$ cat config.mk
export PLATFORM = sky130hd
export DESIGN_NAME = eeprom_page_burst_splitter
export DESIGN_NICKNAME = d
export VERILOG_FILES = /design/src/hw/rtl/eps_pkg.sv /design/src/hw/rtl/eps_chunk_unit.sv /design/src/hw/rtl/eps_seq.sv /design/src/hw/rtl/eeprom_page_burst_splitter.sv
export SDC_FILE = /design/constraint.sdc
export NUM_CORES = 1
export LEC_CHECK = 0
export BUFFER_PORTS_ARGS = -buffer_cell sky130_fd_sc_hd__buf_2
export CAP_MARGIN = 30
export CORE_MARGIN = 10
export CORE_UTILIZATION = 49
export CTS_BUF_LIST = sky130_fd_sc_hd__clkbuf_8
export DETAILED_ROUTE_END_ITERATION = 6
export PLACE_DENSITY = 0.71
export SYNTH_ARGS = -nofsm -noshare
export SYNTH_HDL_FRONTEND = slang
export SYNTH_SLANG_ARGS = --single-unit
export TNS_END_PERCENT = 30
$ cat constraint.sdc
create_clock -name clk -period 15.6 [get_ports clk]
set_clock_uncertainty 0.2 [all_clocks]
set_input_delay 3.12 -clock clk [delete_from_list [all_inputs] [get_ports clk]]
set_output_delay 3.12 -clock clk [all_outputs]
set_load 0.01 [all_outputs]
$ cat src/hw/rtl/eps_pkg.sv
// Shared types and constants of the EEPROM page burst splitter.
package eps_pkg;

	localparam int ADDR_W   = 25;   // running chunk address
	localparam int CNT_W    = 10;   // byte count, up to MAX_REQUEST_BYTES
	localparam int OFS_W    = 9;    // buffer offset
	localparam int PAGE_W   = 13;   // page size up to 4096
	localparam int MADDR_W  = 32;   // memory_address field
	localparam int S_TDATA_W = 48;  // start_address + byte_count, byte padded
	localparam int M_TDATA_W = 64;  // chunk fields, byte padded

	localparam logic [CNT_W-1:0] MAX_REQUEST_BYTES = 10'd512;

	// configuration register indexes
	localparam logic [1:0] REG_DEVICE_BASE = 2'd0;
	localparam logic [1:0] REG_ADDR_BYTES  = 2'd1;
	localparam logic [1:0] REG_PAGE_LOG2   = 2'd2;
	localparam logic [1:0] REG_MEM_LOG2    = 2'd3;

	// address byte counts after clamping
	localparam logic [2:0] AB_ONE   = 3'd1;
	localparam logic [2:0] AB_TWO   = 3'd2;
	localparam logic [2:0] AB_THREE = 3'd3;
	localparam logic [2:0] AB_FOUR  = 3'd4;

	// clamped configuration as seen by the datapath
	typedef struct packed {
		logic [7:0] dev_base;
		logic [2:0] addr_bytes;
		logic [3:0] page_log2;
	} cfg_t;

	// live work registers of the sequencer
	typedef struct packed {
		logic              op;
		logic [ADDR_W-1:0] addr;
		logic [CNT_W-1:0]  rem;
		logic [CNT_W-1:0]  done;
	} work_t;

	typedef struct packed {
		logic               op;
		logic [7:0]         dev_sel;
		logic [MADDR_W-1:0] mem_addr;
		logic [CNT_W-1:0]   len;
		logic [OFS_W-1:0]   offset;
		logic               last;
	} chunk_t;

	// one step of the chunk unit: the chunk and the advanced work registers
	typedef struct packed {
		chunk_t            chunk;
		logic [ADDR_W-1:0] next_addr;
		logic [CNT_W-1:0]  next_rem;
		logic [CNT_W-1:0]  next_done;
	} step_t;

endpackage

$ cat src/hw/rtl/eps_chunk_unit.sv
// Chunk unit: cuts the next page-bounded chunk from the work registers.
module eps_chunk_unit (
	input  eps_pkg::cfg_t  cfg,
	input  eps_pkg::work_t work,
	output eps_pkg::step_t step
);

	logic [eps_pkg::PAGE_W-1:0] page;
	logic [eps_pkg::PAGE_W-1:0] in_page;
	logic [eps_pkg::PAGE_W-1:0] room;
	logic [eps_pkg::PAGE_W-1:0] rem_ext;
	logic                       last;
	logic [eps_pkg::CNT_W-1:0]  len;
	logic [6:0]                 hi;
	logic [eps_pkg::MADDR_W-1:0] lo;

	always_comb begin
		page    = eps_pkg::PAGE_W'(1) << cfg.page_log2;
		in_page = work.addr[eps_pkg::PAGE_W-1:0] & (page - eps_pkg::PAGE_W'(1));
		room    = page - in_page;
		rem_ext = {3'b000, work.rem};
		last    = (room >= rem_ext);
		len     = last ? work.rem : room[eps_pkg::CNT_W-1:0];
	end

	// split of the chunk address around the address bytes
	always_comb begin
		case (cfg.addr_bytes)
			eps_pkg::AB_ONE: begin
				hi = work.addr[14:8];
				lo = {24'd0, work.addr[7:0]};
			end
			eps_pkg::AB_TWO: begin
				hi = work.addr[22:16];
				lo = {16'd0, work.addr[15:0]};
			end
			eps_pkg::AB_THREE: begin
				hi = {6'd0, work.addr[24]};
				lo = {8'd0, work.addr[23:0]};
			end
			default: begin
				hi = 7'd0;
				lo = {7'd0, work.addr};
			end
		endcase
	end

	always_comb begin
		step.chunk.op       = work.op;
		step.chunk.dev_sel  = cfg.dev_base | {hi, 1'b0};
		step.chunk.mem_addr = lo;
		step.chunk.len      = len;
		step.chunk.offset   = work.done[eps_pkg::OFS_W-1:0];
		step.chunk.last     = last;
		step.next_addr      = work.addr + {15'd0, len};
		step.next_rem       = work.rem - len;
		step.next_done      = work.done + len;
	end

endmodule

$ cat src/hw/rtl/eps_seq.sv
// Sequencer: holds work and output registers, one chunk per cycle unless stalled.
module eps_seq (
	input  logic                            clk,
	input  logic                            arst_n,
	input  logic                            start,
	input  logic                            start_op,
	input  logic [eps_pkg::ADDR_W-1:0]      start_addr,
	input  logic [eps_pkg::CNT_W-1:0]       start_cnt,
	output logic                            idle,
	output eps_pkg::work_t                  work,
	input  eps_pkg::step_t                  step,
	output logic                            out_valid,
	input  logic                            out_ready,
	output eps_pkg::chunk_t                 out_chunk
);

	localparam logic ST_IDLE = 1'b0;
	localparam logic ST_RUN  = 1'b1;

	logic            state_q;
	logic            out_valid_q;
	eps_pkg::work_t  work_q;
	eps_pkg::chunk_t out_q;
	logic            load;

	assign load = (state_q == ST_RUN) && (!out_valid_q || out_ready);

	always_ff @(posedge clk or negedge arst_n) begin
		if (!arst_n) begin
			state_q     <= ST_IDLE;
			out_valid_q <= 1'b0;
		end else begin
			case (state_q)
				ST_IDLE: begin
					if (start && (start_cnt != '0)) begin
						state_q <= ST_RUN;
					end
				end
				ST_RUN: begin
					if (load && step.chunk.last) begin
						state_q <= ST_IDLE;
					end
				end
				default: state_q <= ST_IDLE;
			endcase
			if (load) begin
				out_valid_q <= 1'b1;
			end else if (out_ready) begin
				out_valid_q <= 1'b0;
			end
		end
	end

	always_ff @(posedge clk) begin
		if (start && (state_q == ST_IDLE)) begin
			work_q.op   <= start_op;
			work_q.addr <= start_addr;
			work_q.rem  <= start_cnt;
			work_q.done <= '0;
		end else if (load) begin
			work_q.addr <= step.next_addr;
			work_q.rem  <= step.next_rem;
			work_q.done <= step.next_done;
		end
		if (load) begin
			out_q <= step.chunk;
		end
	end

	assign idle      = (state_q == ST_IDLE);
	assign work      = work_q;
	assign out_valid = out_valid_q;
	assign out_chunk = out_q;

endmodule

$ cat src/hw/rtl/eeprom_page_burst_splitter.sv
// Top level of the EEPROM page burst splitter.
// A request (operation on s_tuser, start address and byte count on s_tdata)
// is split into chunks that never cross an EEPROM write page. The start
// address is reduced modulo the memory size once; after that the chunk
// address only advances. Each chunk on the master side carries the device
// select byte, the low memory address bytes, its length and its offset in
// the caller's buffer; m_tlast marks the final chunk. A count of zero gives
// no chunks, and counts above 512 are cut to 512. Once a request is taken,
// the shared chunk unit cuts one chunk per cycle, and s_tready stays low
// until the final chunk of the request (up to 33 chunks) has been cut; the
// single output register sets the pace, and a stall on m_tready stalls the
// chunk unit with it. The next request may be taken while the final chunk
// still waits in the output register. Configuration writes (cfg_ready is
// always high) take effect on the next request and must only be made while
// no request is in flight.
module eeprom_page_burst_splitter (
	input  logic        clk,
	input  logic        arst_n,
	// request side
	input  logic        s_tvalid,
	output logic        s_tready,
	input  logic [eps_pkg::S_TDATA_W-1:0] s_tdata, // [31:0] start_address, [41:32] byte_count
	input  logic        s_tuser,                   // [0] operation
	// chunk side
	output logic        m_tvalid,
	input  logic        m_tready,
	output logic [eps_pkg::M_TDATA_W-1:0] m_tdata, // [7:0] device_select, [39:8] memory_address,
	                                               // [49:40] chunk_length, [58:50] buffer_offset
	output logic        m_tuser,                   // [0] chunk_operation
	output logic        m_tlast,
	// configuration writes
	input  logic        cfg_valid,
	output logic        cfg_ready,
	input  logic [1:0]  cfg_index,
	input  logic [7:0]  cfg_data
);

	// raw register values, clamped on use
	logic [7:0] dev_base_q;
	logic [2:0] addr_bytes_q;
	logic [3:0] page_log2_q;
	logic [4:0] mem_log2_q;

	eps_pkg::cfg_t   cfg;
	logic [4:0]      mem_log2;
	logic [eps_pkg::ADDR_W-1:0] start_addr;
	logic [eps_pkg::CNT_W-1:0]  req_cnt;
	logic [eps_pkg::CNT_W-1:0]  start_cnt;
	logic            idle;
	logic            start;
	eps_pkg::work_t  work;
	eps_pkg::step_t  step;
	eps_pkg::chunk_t out_chunk;

	assign cfg_ready = 1'b1;

	always_ff @(posedge clk or negedge arst_n) begin
		if (!arst_n) begin
			dev_base_q   <= 8'd160;
			addr_bytes_q <= 3'd2;
			page_log2_q  <= 4'd6;
			mem_log2_q   <= 5'd15;
		end else if (cfg_valid && cfg_ready) begin
			case (cfg_index)
				eps_pkg::REG_DEVICE_BASE: dev_base_q   <= cfg_data;
				eps_pkg::REG_ADDR_BYTES:  addr_bytes_q <= cfg_data[2:0];
				eps_pkg::REG_PAGE_LOG2:   page_log2_q  <= cfg_data[3:0];
				eps_pkg::REG_MEM_LOG2:    mem_log2_q   <= cfg_data[4:0];
				default: ;
			endcase
		end
	end

	// out-of-range settings snap to the nearest legal value
	always_comb begin
		cfg.dev_base = dev_base_q;
		if (addr_bytes_q == 3'd0) begin
			cfg.addr_bytes = eps_pkg::AB_ONE;
		end else if (addr_bytes_q > eps_pkg::AB_FOUR) begin
			cfg.addr_bytes = eps_pkg::AB_FOUR;
		end else begin
			cfg.addr_bytes = addr_bytes_q;
		end
		if (page_log2_q < 4'd4) begin
			cfg.page_log2 = 4'd4;
		end else if (page_log2_q > 4'd12) begin
			cfg.page_log2 = 4'd12;
		end else begin
			cfg.page_log2 = page_log2_q;
		end
		if (mem_log2_q < 5'd7) begin
			mem_log2 = 5'd7;
		end else if (mem_log2_q > 5'd24) begin
			mem_log2 = 5'd24;
		end else begin
			mem_log2 = mem_log2_q;
		end
	end

	// request intake: wrap into the memory, saturate the count
	always_comb begin
		start_addr = s_tdata[eps_pkg::ADDR_W-1:0] &
			((eps_pkg::ADDR_W'(1) << mem_log2) - eps_pkg::ADDR_W'(1));
		req_cnt    = s_tdata[41:32];
		start_cnt  = (req_cnt > eps_pkg::MAX_REQUEST_BYTES) ?
			eps_pkg::MAX_REQUEST_BYTES : req_cnt;
	end

	assign s_tready = idle;
	assign start    = s_tvalid && s_tready;

	eps_chunk_unit u_chunk (
		.cfg  (cfg),
		.work (work),
		.step (step)
	);

	eps_seq u_seq (
		.clk        (clk),
		.arst_n     (arst_n),
		.start      (start),
		.start_op   (s_tuser),
		.start_addr (start_addr),
		.start_cnt  (start_cnt),
		.idle       (idle),
		.work       (work),
		.step       (step),
		.out_valid  (m_tvalid),
		.out_ready  (m_tready),
		.out_chunk  (out_chunk)
	);

	assign m_tdata = {5'd0, out_chunk.offset, out_chunk.len, out_chunk.mem_addr,
		out_chunk.dev_sel};
	assign m_tuser = out_chunk.op;
	assign m_tlast = out_chunk.last;

endmodule

# Word level (Yosys, flattened, before mapping)
# Cells that the tools add are included.
dict set report op_classes {
  shift 2
  n_addsub 6
  n_bitwise 4
  muxes 17
  reduce_logical 16
  n_lt_le_gt_ge 7
  eq_ne 6
}
# cell count
set op_table {}
lappend op_table {{$mux 45} 2}
lappend op_table {{$pmux 25 s3} 1}
lappend op_table {{$add 25x10->25} 1}
lappend op_table {{$and 25x25->25} 1}
lappend op_table {{$shl 1x5->25 const A} 1}
lappend op_table {{$sub 25x1->25 const B} 1}
lappend op_table {{$pmux 7 s3} 1}
lappend op_table {{$mux 10} 2}
lappend op_table {{$and 13x13->13} 1}
lappend op_table {{$ge 13x10->1} 1}
lappend op_table {{$shl 1x4->13 const A} 1}
lappend op_table {{$sub 13x1->13 const B} 1}
lappend op_table {{$sub 13x13->13} 1}
lappend op_table {{$add 10x10->10} 1}
lappend op_table {{$gt 10x10->1 const B} 1}
lappend op_table {{$mux 5} 2}
lappend op_table {{$reduce_bool 10->1} 1}
lappend op_table {{$sub 10x10->10} 1}
lappend op_table {{$mux 4} 2}
lappend op_table {{$or 8x8->8} 1}
lappend op_table {{$reduce_and 2->1} 4}
lappend op_table {{$eq 3x2->1 const B} 2}
lappend op_table {{$mux 3} 2}
lappend op_table {{$gt 5x5->1 const B} 1}
lappend op_table {{16 further kinds} 25}
dict set report totals {
  out_inout_bits 69
  regBits 129
  in_bits 64
  elab_cells 74
}

# Logic depth before layout (Yosys ltp)
# Gate-level depths: netlist of run 1.
dict set report depth {
  depth_word 12
  ltp_mapped 29
  mapped_depth_nobuf 26
}

# Modules after synthesis
# A second synthesis of run 1 with hierarchy kept.
dict set report unflattened {
  cells_unflattened 768
  area_unflattened_um2 8249.2
}
# mod area_per_inst_um2 cells_per_inst instances seq_area_each_um2
set modules_own_cells {}
lappend modules_own_cells {eps_seq 3764.9 198 1 3163.0}
lappend modules_own_cells {eps_chunk_unit 3090.5 425 1 0.0}
lappend modules_own_cells {eeprom_page_burst_splitter 1393.8 145 1 511.7}

# Worst setup path after synthesis of run 1
# No wires, ideal clock.
dict set report synth_path {
  path_type {input -> register}
  start {input port m_tready}
  end {register u_seq.work_q (netlist bit u_seq.work[43]) (data pin)}
  slack_ps 9338
  required_ps 15254
  arrival_time_ps 5916
  cell_stages 8
  setup_ps 146
  n_path_buf 3
  path_cell_list {nand2b_1 -> nand2_1 -> clkbuf_1 -> inv_1 -> clkbuf_1 -> clkbuf_1 -> a31oi_1 -> nand3_1}
}
# element line
set synth_rtl {}
lappend synth_rtl {{start: declaration} eeprom_page_burst_splitter.sv:26} ;# input logic m_tready,
lappend synth_rtl {{end: declaration} eps_seq.sv:22} ;# eps_pkg::work_t work_q;

==> results of run 1 <==
[stage by stage]
step	hold slack, ps	util (%)	area [um2]	instances
after floorplan	200	-	7450	736
after global placement	202	54.7	8010	983
after detailed placement	205	54.7	8010	984
after CTS	223	57.5	8410	1016
after global routing	227	57.5	8410	1016
final	223	57.5	8410	1016
[flip-flops by register name, summed over array words and instances, names as in the netlist]
name and flops:
page_log2_q 4, u_seq.state_q 1, addr_bytes_q 3, mem_log2_q 5
dev_base_q 8, u_seq.work 45, u_seq.out_chunk 54, u_seq.out_valid 1
[cell type report]
class / count / share of cell area (%)
multi-input combinational: 529 / 43.1
tap: 184 / 2.74
clock buffer: 19 / 3.11
sequential: 121 / 40.9
clock inverter: 13 / 1.68
inverter: 39 / 1.74
timing repair buffer: 111 / 6.72
[power breakdown]
part,internal [mW],switching (mW),total (mW)
Clock,0.152,0.136,0.288
Combinational,0.390,0.554,0.944
Sequential,0.528,0.109,0.638
Total,1.07,0.800,1.87
[worst max-delay path: stages, from the launching register on]
cell and delay, ps:
dfrtp_1 560, o21a_1 310, o31ai_1 340, a21boi_1 170
o21ai_0 390, xor2_1 460, ha_1 350, a21o_1 170
a221oi_1 250, o211ai_1 170, nor4_4 760, o21ai_0 590
ha_1 460, nand2_1 50, o21ai_0 250, a21o_1 170
a21oi_1 100, o21ai_0 460, nand2_1 410, or4_1 500
nand3_1 90
[cells in the final DEF (no fill, tap or decap), types with 9 or more instances in the layout]
master and instances:
nor2_1 18, nand3_1 27, clkbuf_8 19, mux2_2 21
nor2b_1 26, a21oi_1 32, o21bai_1 11, dfrtp_1 13
buf_2 107, o21ai_0 58, nor3_1 13, dfstp_2 9
xnor2_1 23, a21o_1 15, o22ai_1 12, inv_1 36
ha_1 42, edfxtp_1 90, conb_1 17, nand2_1 74
xor2_1 15, dfxtp_1 9
[logic make-up (layout without fill, tap and decap cells)]
family,after synthesis,count (layout)
simple gates,220,220
compound gates,183,183
flops,121,121
buf+inv,86,182
fa+ha+maj,45,45
xor+xnor,38,38
mux,26,26
other cells,2,17
[routing by layer]
layer  part of all wire (%)  GRT usage, %
met5                      0             0
met1                     43          24.9
met3                    7.3          4.81
met4                    2.7          8.52
met2                     47          30.0
[final timing paths]
path / from / end / cells after the start
setup reg to reg: page_log2_q[0] / u_seq.work[33] / 20
min in group asynchronous: arst_n / page_log2_q[0] / 1
hold reg to reg: u_seq.work[45] / u_seq.out_chunk[60] / 0
max in group asynchronous: arst_n / dev_base_q[5] / 1
setup / recovery: page_log2_q[0] / u_seq.work[33] / 20
hold / removal: u_seq.work[45] / u_seq.out_chunk[60] / 0
==> metrics, run 1 <==
H-Tree Depth 4; most common cell in the netlist edfxtp_1; Setup crit start kind flop; first-pass GRT wire length 30,900 um; NumNets Final 928; Worst Setup End Kind flop; EDFF count, synth 90; core area 14,600 um2; detailed-route via count 5,925; Final Slew Violations 0; number of CTS-inserted buffers 17; Initial DRT Pass Iterations 5; pre-CTS WS 8430 ps; initial antenna violation count 0; Worst Max-Slew Pin Slew 1000 ps; RSZ-0062 raised after global routing no; vias in the first global route 5,899; hpwl dp 14,400 um; # rows 44; Most used DFF post-synth edfxtp_1; Max Cap Viol 0; ys async rst share 18.2%; Min-Delay Path Class reg -> reg; antenna viol nets, final 0; CTS tree yes; largest family of logic cells by synthesized area compound AO/OA/AOI/OAI gates; leading area contributor after synthesis edfxtp_1; Crit path arrival time 7460 ps; outcome complete, no violations; worst-path maximum fanout 22; Slew headroom 32.5%; Final Power 1.87 mW; die width 143 um; GP Congestion 0.880; CTS Root Cell clkbuf_8; minimum clock period 7350 ps; GRT Total Usage 19.3%; Lkg Pwr 3.46 nW; final wirelength 19,600 um; Clock Pin Slew Worst Setup and Hold Paths 80 ps; Filler cells 1,275; final hold vios 0; ANT cells 0; Yosys reg bits 121; ranking of synthesized cells by area edfxtp_1, ha_1, dfrtp_1, o21ai_0, nand2_1; Clock Latency Late Sink 440 ps; io pins 133; total congestion overflow 0; Critical Path RT 15,710 ps; Initial Util 50.5%; CTS max path bufs 2; most frequent cells after synthesis edfxtp_1, nand2_1, o21ai_0; post-synth top area share 36.5%; Simple-Gate Fraction of Synth Area 15.6%; reg-to-reg setup timing slack 8250 ps; synthesis warning total 0; Die Span Y 143 um; PD cells 222 nW/um2; WS Path Type reg -> reg; post-synthesis cell type count 77; Post-CTS Setup Bufs 0; layout cell share with drive strength beyond 1 22.8%; area grow syn2layout 13.8%; mean area per synthesized cell 10.3 um2; setup TNS 0 ps; # clock sinks 121; CTS Hold Buffers Added 0; multiplexer area fraction after synthesis 3.94%; PnR worst setup slack 8250 ps; adder-cell share of the synthesized area 7.92%; PostCTS Resize Cnt 0; die area 20,400 um2; Cells after Synth 721; initial DRC count 466; peak supply drop 0.000109 V; sequential area share after synthesis 46.6%; largest net degree at the start of global routing 58; DRC viols 0; Sequential Area 3440 um2; routed len/inst 19.3 um; PortBufs 106; final period utilization 47.1%; area taken by multi-input logic gates 3620 um2; vias per cell 5.83; Max Clk Rate 136 MHz; Synth Area in XOR/XNOR 4.50%; complex-gate fraction of the synthesized area 16.1%; Final setup viols 0; mapped cell area 7400 um2
Note: power is estimated with default switching activity, not from simulation.
==> run 2: changes to the inputs <==
--- a/config.mk
+++ b/config.mk
@@ -11,7 +11,7 @@
 export CORE_UTILIZATION = 49
 export CTS_BUF_LIST = sky130_fd_sc_hd__clkbuf_8
 export DETAILED_ROUTE_END_ITERATION = 6
-export PLACE_DENSITY = 0.71
+export PLACE_DENSITY = 0.74
 export SYNTH_ARGS = -nofsm -noshare
 export SYNTH_HDL_FRONTEND = slang
 export SYNTH_SLANG_ARGS = --single-unit
==> constraint.sdc (replaced) <==
create_clock -name clk -period 6.45 [get_ports clk]
set_clock_uncertainty 0.2 [all_clocks]
set_input_delay 1.29 -clock clk [delete_from_list [all_inputs] [get_ports clk]]
set_output_delay 1.29 -clock clk [all_outputs]
set_load 0.01 [all_outputs]
==> metrics, run 2 (synthesis results as in run 1) <==
total congestion overflow 0; Final Power 4.73 mW; routed len/inst 18.9 um; layout cell share with drive strength beyond 1 25.0%; antenna viol nets, final 0; Min-Delay Path Class reg -> reg; Clock Pin Slew Worst Setup and Hold Paths 70 ps; H-Tree Depth 4; crit path launch u_seq.work[20]; R2R Path End u_seq.work[8]; fin area 8650 um2; io pins 133; Slew headroom 36.8%; DR top layer met4; first-pass GRT wire length 30,900 um; met3 routed WL 1380 um; WP buf/inv 1; M1 WL 8800 um; # clock sinks 121; final wirelength 19,600 um; minimum clock period 6070 ps; peak supply drop 0.000331 V; vias in the first global route 5,891; ANT cells 0; CTS tree yes; max reg flops 54; area grow syn2layout 16.9%; final period utilization 94.1%; reg-to-reg setup timing slack 380 ps; NumNets Final 951; most common cell after layout, fill and taps aside buf_2; GRT Total Usage 19.3%; Max Clk Rate 165 MHz; # rows 44; final hold vios 0; outcome complete, no violations; slowest cell on the critical path edfxtp_1; initial antenna violation count 0; area post-placement 8180 um2; DR WL met2 8820 um; R2R cell count 24; number of CTS-inserted buffers 17; detailed-route via count 5,908; Hold Path Origin u_seq.work[45]; Worst Setup End Kind flop; Final Slew Violations 0; Final setup viols 0; PortBufs 106; Clock Latency Late Sink 460 ps; WHS Endpoint u_seq.out_chunk[60]; initial DRC count 673; Initial DRT Pass Iterations 7; Filler cells 1,283; CTS Hold Buffers Added 0; PD cells 547 nW/um2; Die Span Y 143 um; die width 143 um; Initial Util 50.5%; Setup crit start kind flop; Worst Max-Slew Pin Slew 949 ps; CP most frequent cell a21o_1; crit-path cells or3_1, o32ai_2, nor3b_4, o21ai_0, o21ai_1, ha_1, a21o_1, a21o_1, a221oi_1, o211ai_1, nor4_4, buf_4, o21ai_0, ha_1, fa_1, a21o_1, a21oi_1, o21bai_1, a21oi_1, o21a_1, nor3_1, mux2_4, a311o_1, mux2i_1; largest net degree at the start of global routing 58; Crit path arrival time 6220 ps; DRC viols 0; vias per cell 5.69; Critical Path RT 6600 ps; Max Cap Viol 0; max incr delay on CP 430 ps; hpwl dp 14,200 um; WS Path Type reg -> reg; most frequent cells in the layout buf_2, edfxtp_1, nand2_1; cell class contributing the biggest share of worst-path delay compound AO/OA/AOI/OAI gates; CTS max path bufs 2; CTS Root Cell clkbuf_8; GP Congestion 0.946; Lkg Pwr 3.60 nW; WHS Path Cells 0; critical register-to-register path startpoint u_seq.work[20]; die area 20,400 um2; core area 14,600 um2; worst-path maximum fanout 13; final core utilization 59.0%
run 2: cell count changes in the layout (fill, tap and decap cells not counted), sizes merged:
cell	delta
clkinvlp	+1
buf	+23
inv	-2
clkbuf	-1
bufinv	+2
run 2: repair_timing:
action,in CTS,in global routing
buffers inserted,0,2
endpoints found under the setup margin,0,18
resized for setup,0,8
endpoints found under the hold margin,0,0
run 2: layout make-up:
class | count | area (um2) | share of cell area (%)
Clock inverter | 14 | 181 | 2.10
Timing Repair Buffer | 134 | 753 | 8.71
Sequential cell | 121 | 3450 | 39.9
Tap cell | 184 | 230 | 2.66
Clock buffer | 18 | 248 | 2.87
Inverter | 39 | 146 | 1.69
Multi-Input combinational cell | 529 | 3640 | 42.1
run 2: worst reg2reg max path, stage by stage, from the launching register on:
cell and delay, ps:
edfxtp_1 430, or3_1 410, o32ai_2 170, nor3b_4 340, o21ai_0 140, o21ai_1 230, ha_1 290, a21o_1 160
a21o_1 180, a221oi_1 240, o211ai_1 170, nor4_4 150, buf_4 210, o21ai_0 210, ha_1 300, fa_1 420
a21o_1 180, a21oi_1 220, o21bai_1 90, a21oi_1 250, o21a_1 230, nor3_1 60, mux2_4 290, a311o_1 280
mux2i_1 120
run 2: per-layer routing:
metal | GRT usage [%] | vias to the layer above
met4 | 9.34 | 0
met2 | 28.8 | 222
met5 | 0 | -
met3 | 4.91 | 44
met1 | 25.6 | 2783
li1 | - | 2859
run 2: power by group:
group | internal (mW) | switching [mW]
registers | 1.28 | 0.234
clock network | 0.426 | 0.316
logic | 1.06 | 1.41
run 2: worst max-delay path by stage:
stage / end / cells after the start
floorplan: u_seq.work[33] / 24
global placement: u_seq.work[44] / 26
detailed placement: u_seq.work[8] / 24
CTS: u_seq.work[8] / 24
global route: u_seq.work[8] / 24
finish: u_seq.work[8] / 24
run 2: through the flow:
step | TNS [ps] | std cells | setup WS, ps | hold slack [ps]
3_5_place_dp | 0 | 1005 | 193 | 209
5_1_grt | -29.4 | 1039 | -26.3 | 254
3_3_place_gp | 0 | 1005 | 242 | 201
4_1_cts | 0 | 1037 | 145 | 225
6_report | 0 | 1039 | 383 | 221
2_1_floorplan | 0 | 736 | 510 | 200
==> run 3: changes to the inputs <==
--- a/config.mk
+++ b/config.mk
@@ -12,6 +12,7 @@
 export CTS_BUF_LIST = sky130_fd_sc_hd__clkbuf_8
 export DETAILED_ROUTE_END_ITERATION = 6
 export PLACE_DENSITY = 0.74
+export RECOVER_POWER = 50
 export SYNTH_ARGS = -nofsm -noshare
 export SYNTH_HDL_FRONTEND = slang
 export SYNTH_SLANG_ARGS = --single-unit
==> metrics, run 3 (synthesis results as in run 1) <==
total internal power 2.73 mW; Clock Latency Late Sink 460 ps; CTS max path bufs 2; Hold Path Origin u_seq.work[45]; initial DRC count 690; outcome complete, no violations; worst-path maximum fanout 13; final core utilization 58.5%; initial antenna violation count 0; fin area 8560 um2; Worst Max-Slew Pin Slew 1260 ps; number of CTS-inserted buffers 17; Worst Setup End Kind flop; most common cell after layout, fill and taps aside edfxtp_1; routed len/inst 18.9 um; max reg flops 54; final wirelength 19,600 um; peak supply drop 0.000328 V; Filler cells 1,310; Max Cap Viol 0; Flop pwr share 32.2%; area post-placement 8180 um2; Initial Util 50.5%; setup TNS 0 ps; antenna viol nets, final 0; Final setup viols 0; area grow syn2layout 15.8%; # clock sinks 121; R2R Path End u_seq.work[8]; final hold vios 0; largest net degree at the start of global routing 58; vias per cell 5.65; Sw Ratio 41.9%; detailed-route via count 5,874; H-Tree Depth 4; Die Span Y 143 um; die area 20,400 um2; PnR worst setup slack 382 ps; io pins 133; combinational share of power 52.0%; PD cells 548 nW/um2; ANT cells 0; minimum clock period 6070 ps; Max Clk Rate 165 MHz; Placed Instances 1,005; Crit path arrival time 6210 ps; Setup crit start kind flop; fin cells 1,039; hpwl dp 14,200 um; hold_ws 221 ps; Slew headroom 15.8%; total congestion overflow 0; vias in the first global route 5,891; CTS Root Cell clkbuf_8; GP Congestion 0.946; WS Path Type reg -> reg; PortBufs 106; Initial DRT Pass Iterations 5; R2R cell count 24; layout cell share with drive strength beyond 1 17.9%; final period utilization 94.1%; Lkg Pwr 3.42 nW; most frequent cells in the layout edfxtp_1, nand2_1, clkbuf_1; Net Sw Power 1.97 mW; NumNets Final 951; die width 143 um; WHS Endpoint u_seq.out_chunk[60]; Clk network pwr share 15.8%; DRC viols 0; first-pass GRT wire length 30,900 um; CTS tree yes; Final Slew Violations 0; Critical Path RT 6600 ps; core area 14,600 um2; WHS Path Cells 0; critical register-to-register path startpoint u_seq.work[20]; Min-Delay Path Class reg -> reg; reg-to-reg setup timing slack 380 ps; Clock Pin Slew Worst Setup and Hold Paths 70 ps; # rows 44; GRT Total Usage 19.3%; pre-CTS WS 193 ps; Final Power 4.70 mW
[run 3: changes by cell type in the layout (fill, tap and decap cells not counted)]
cell      change
dfstp_1       +1
dfstp_2       -1
buf_2        -57
clkbuf_1     +60
buf_4         -3
[run 3: worst max-delay path by stage]
| stage | start | end | slack, ps |
|---|---|---|---|
| floorplan | page_log2_q[1] | u_seq.work[33] | 510 |
| global placement | u_seq.work[20] | u_seq.work[44] | 240 |
| global route | page_log2_q[0] | u_seq.work[8] | -30 |
| finish | u_seq.work[20] | u_seq.work[8] | 380 |
| CTS | page_log2_q[3] | u_seq.work[8] | 150 |
| detailed placement | u_seq.work[20] | u_seq.work[8] | 190 |
[run 3: power groups by stage]
stage                     sequential [mW]  clock (mW)  combinational (mW)
after floorplan                      1.51           0                1.67
after global placement               1.50           0                2.35
after detailed placement             1.52           0                2.40
after CTS                            1.50       0.751                2.43
after global routing                 1.55       0.780                2.72
final                                1.51       0.742                2.44
[run 3: area by class of cell]
cell class	instances	area, um2	area share, %
inverter	39	146	1.71
clock buffer	18	248	2.89
timing repair buffer	134	671	7.83
sequential	121	3450	40.2
clock inverter	14	181	2.12
multi-input combinational	529	3640	42.5
tap	184	230	2.69
[run 3: critical path, cell delays in order (launching register included)]
cell and delay [ps]:
edfxtp_1 430, or3_1 410, o32ai_2 170, nor3b_4 330
o21ai_0 130, o21ai_1 240, ha_1 300, a21o_1 160
a21o_1 180, a221oi_1 240, o211ai_1 170, nor4_4 150
buf_4 210, o21ai_0 210, ha_1 300, fa_1 420
a21o_1 180, a21oi_1 220, o21bai_1 90, a21oi_1 250
o21a_1 230, nor3_1 60, mux2_4 290, a311o_1 280
mux2i_1 120
[run 3: repair_timing]
action / in CTS / in global routing
hold endpoints to repair: 0 / 0
endpoints found under the setup margin: 0 / 18
buffers inserted: 0 / 2
hold buffers: 0 / 0
resized for setup: 0 / 8
[run 3: routing by layer]
layer  wire [um]  global-route usage (%)  up-vias
met5           0                       0        -
met4         586                    9.34        0
met3        1370                    4.91       43
met2        8850                    28.8      217
met1        8790                    25.6     2752
li1            -                       -     2862
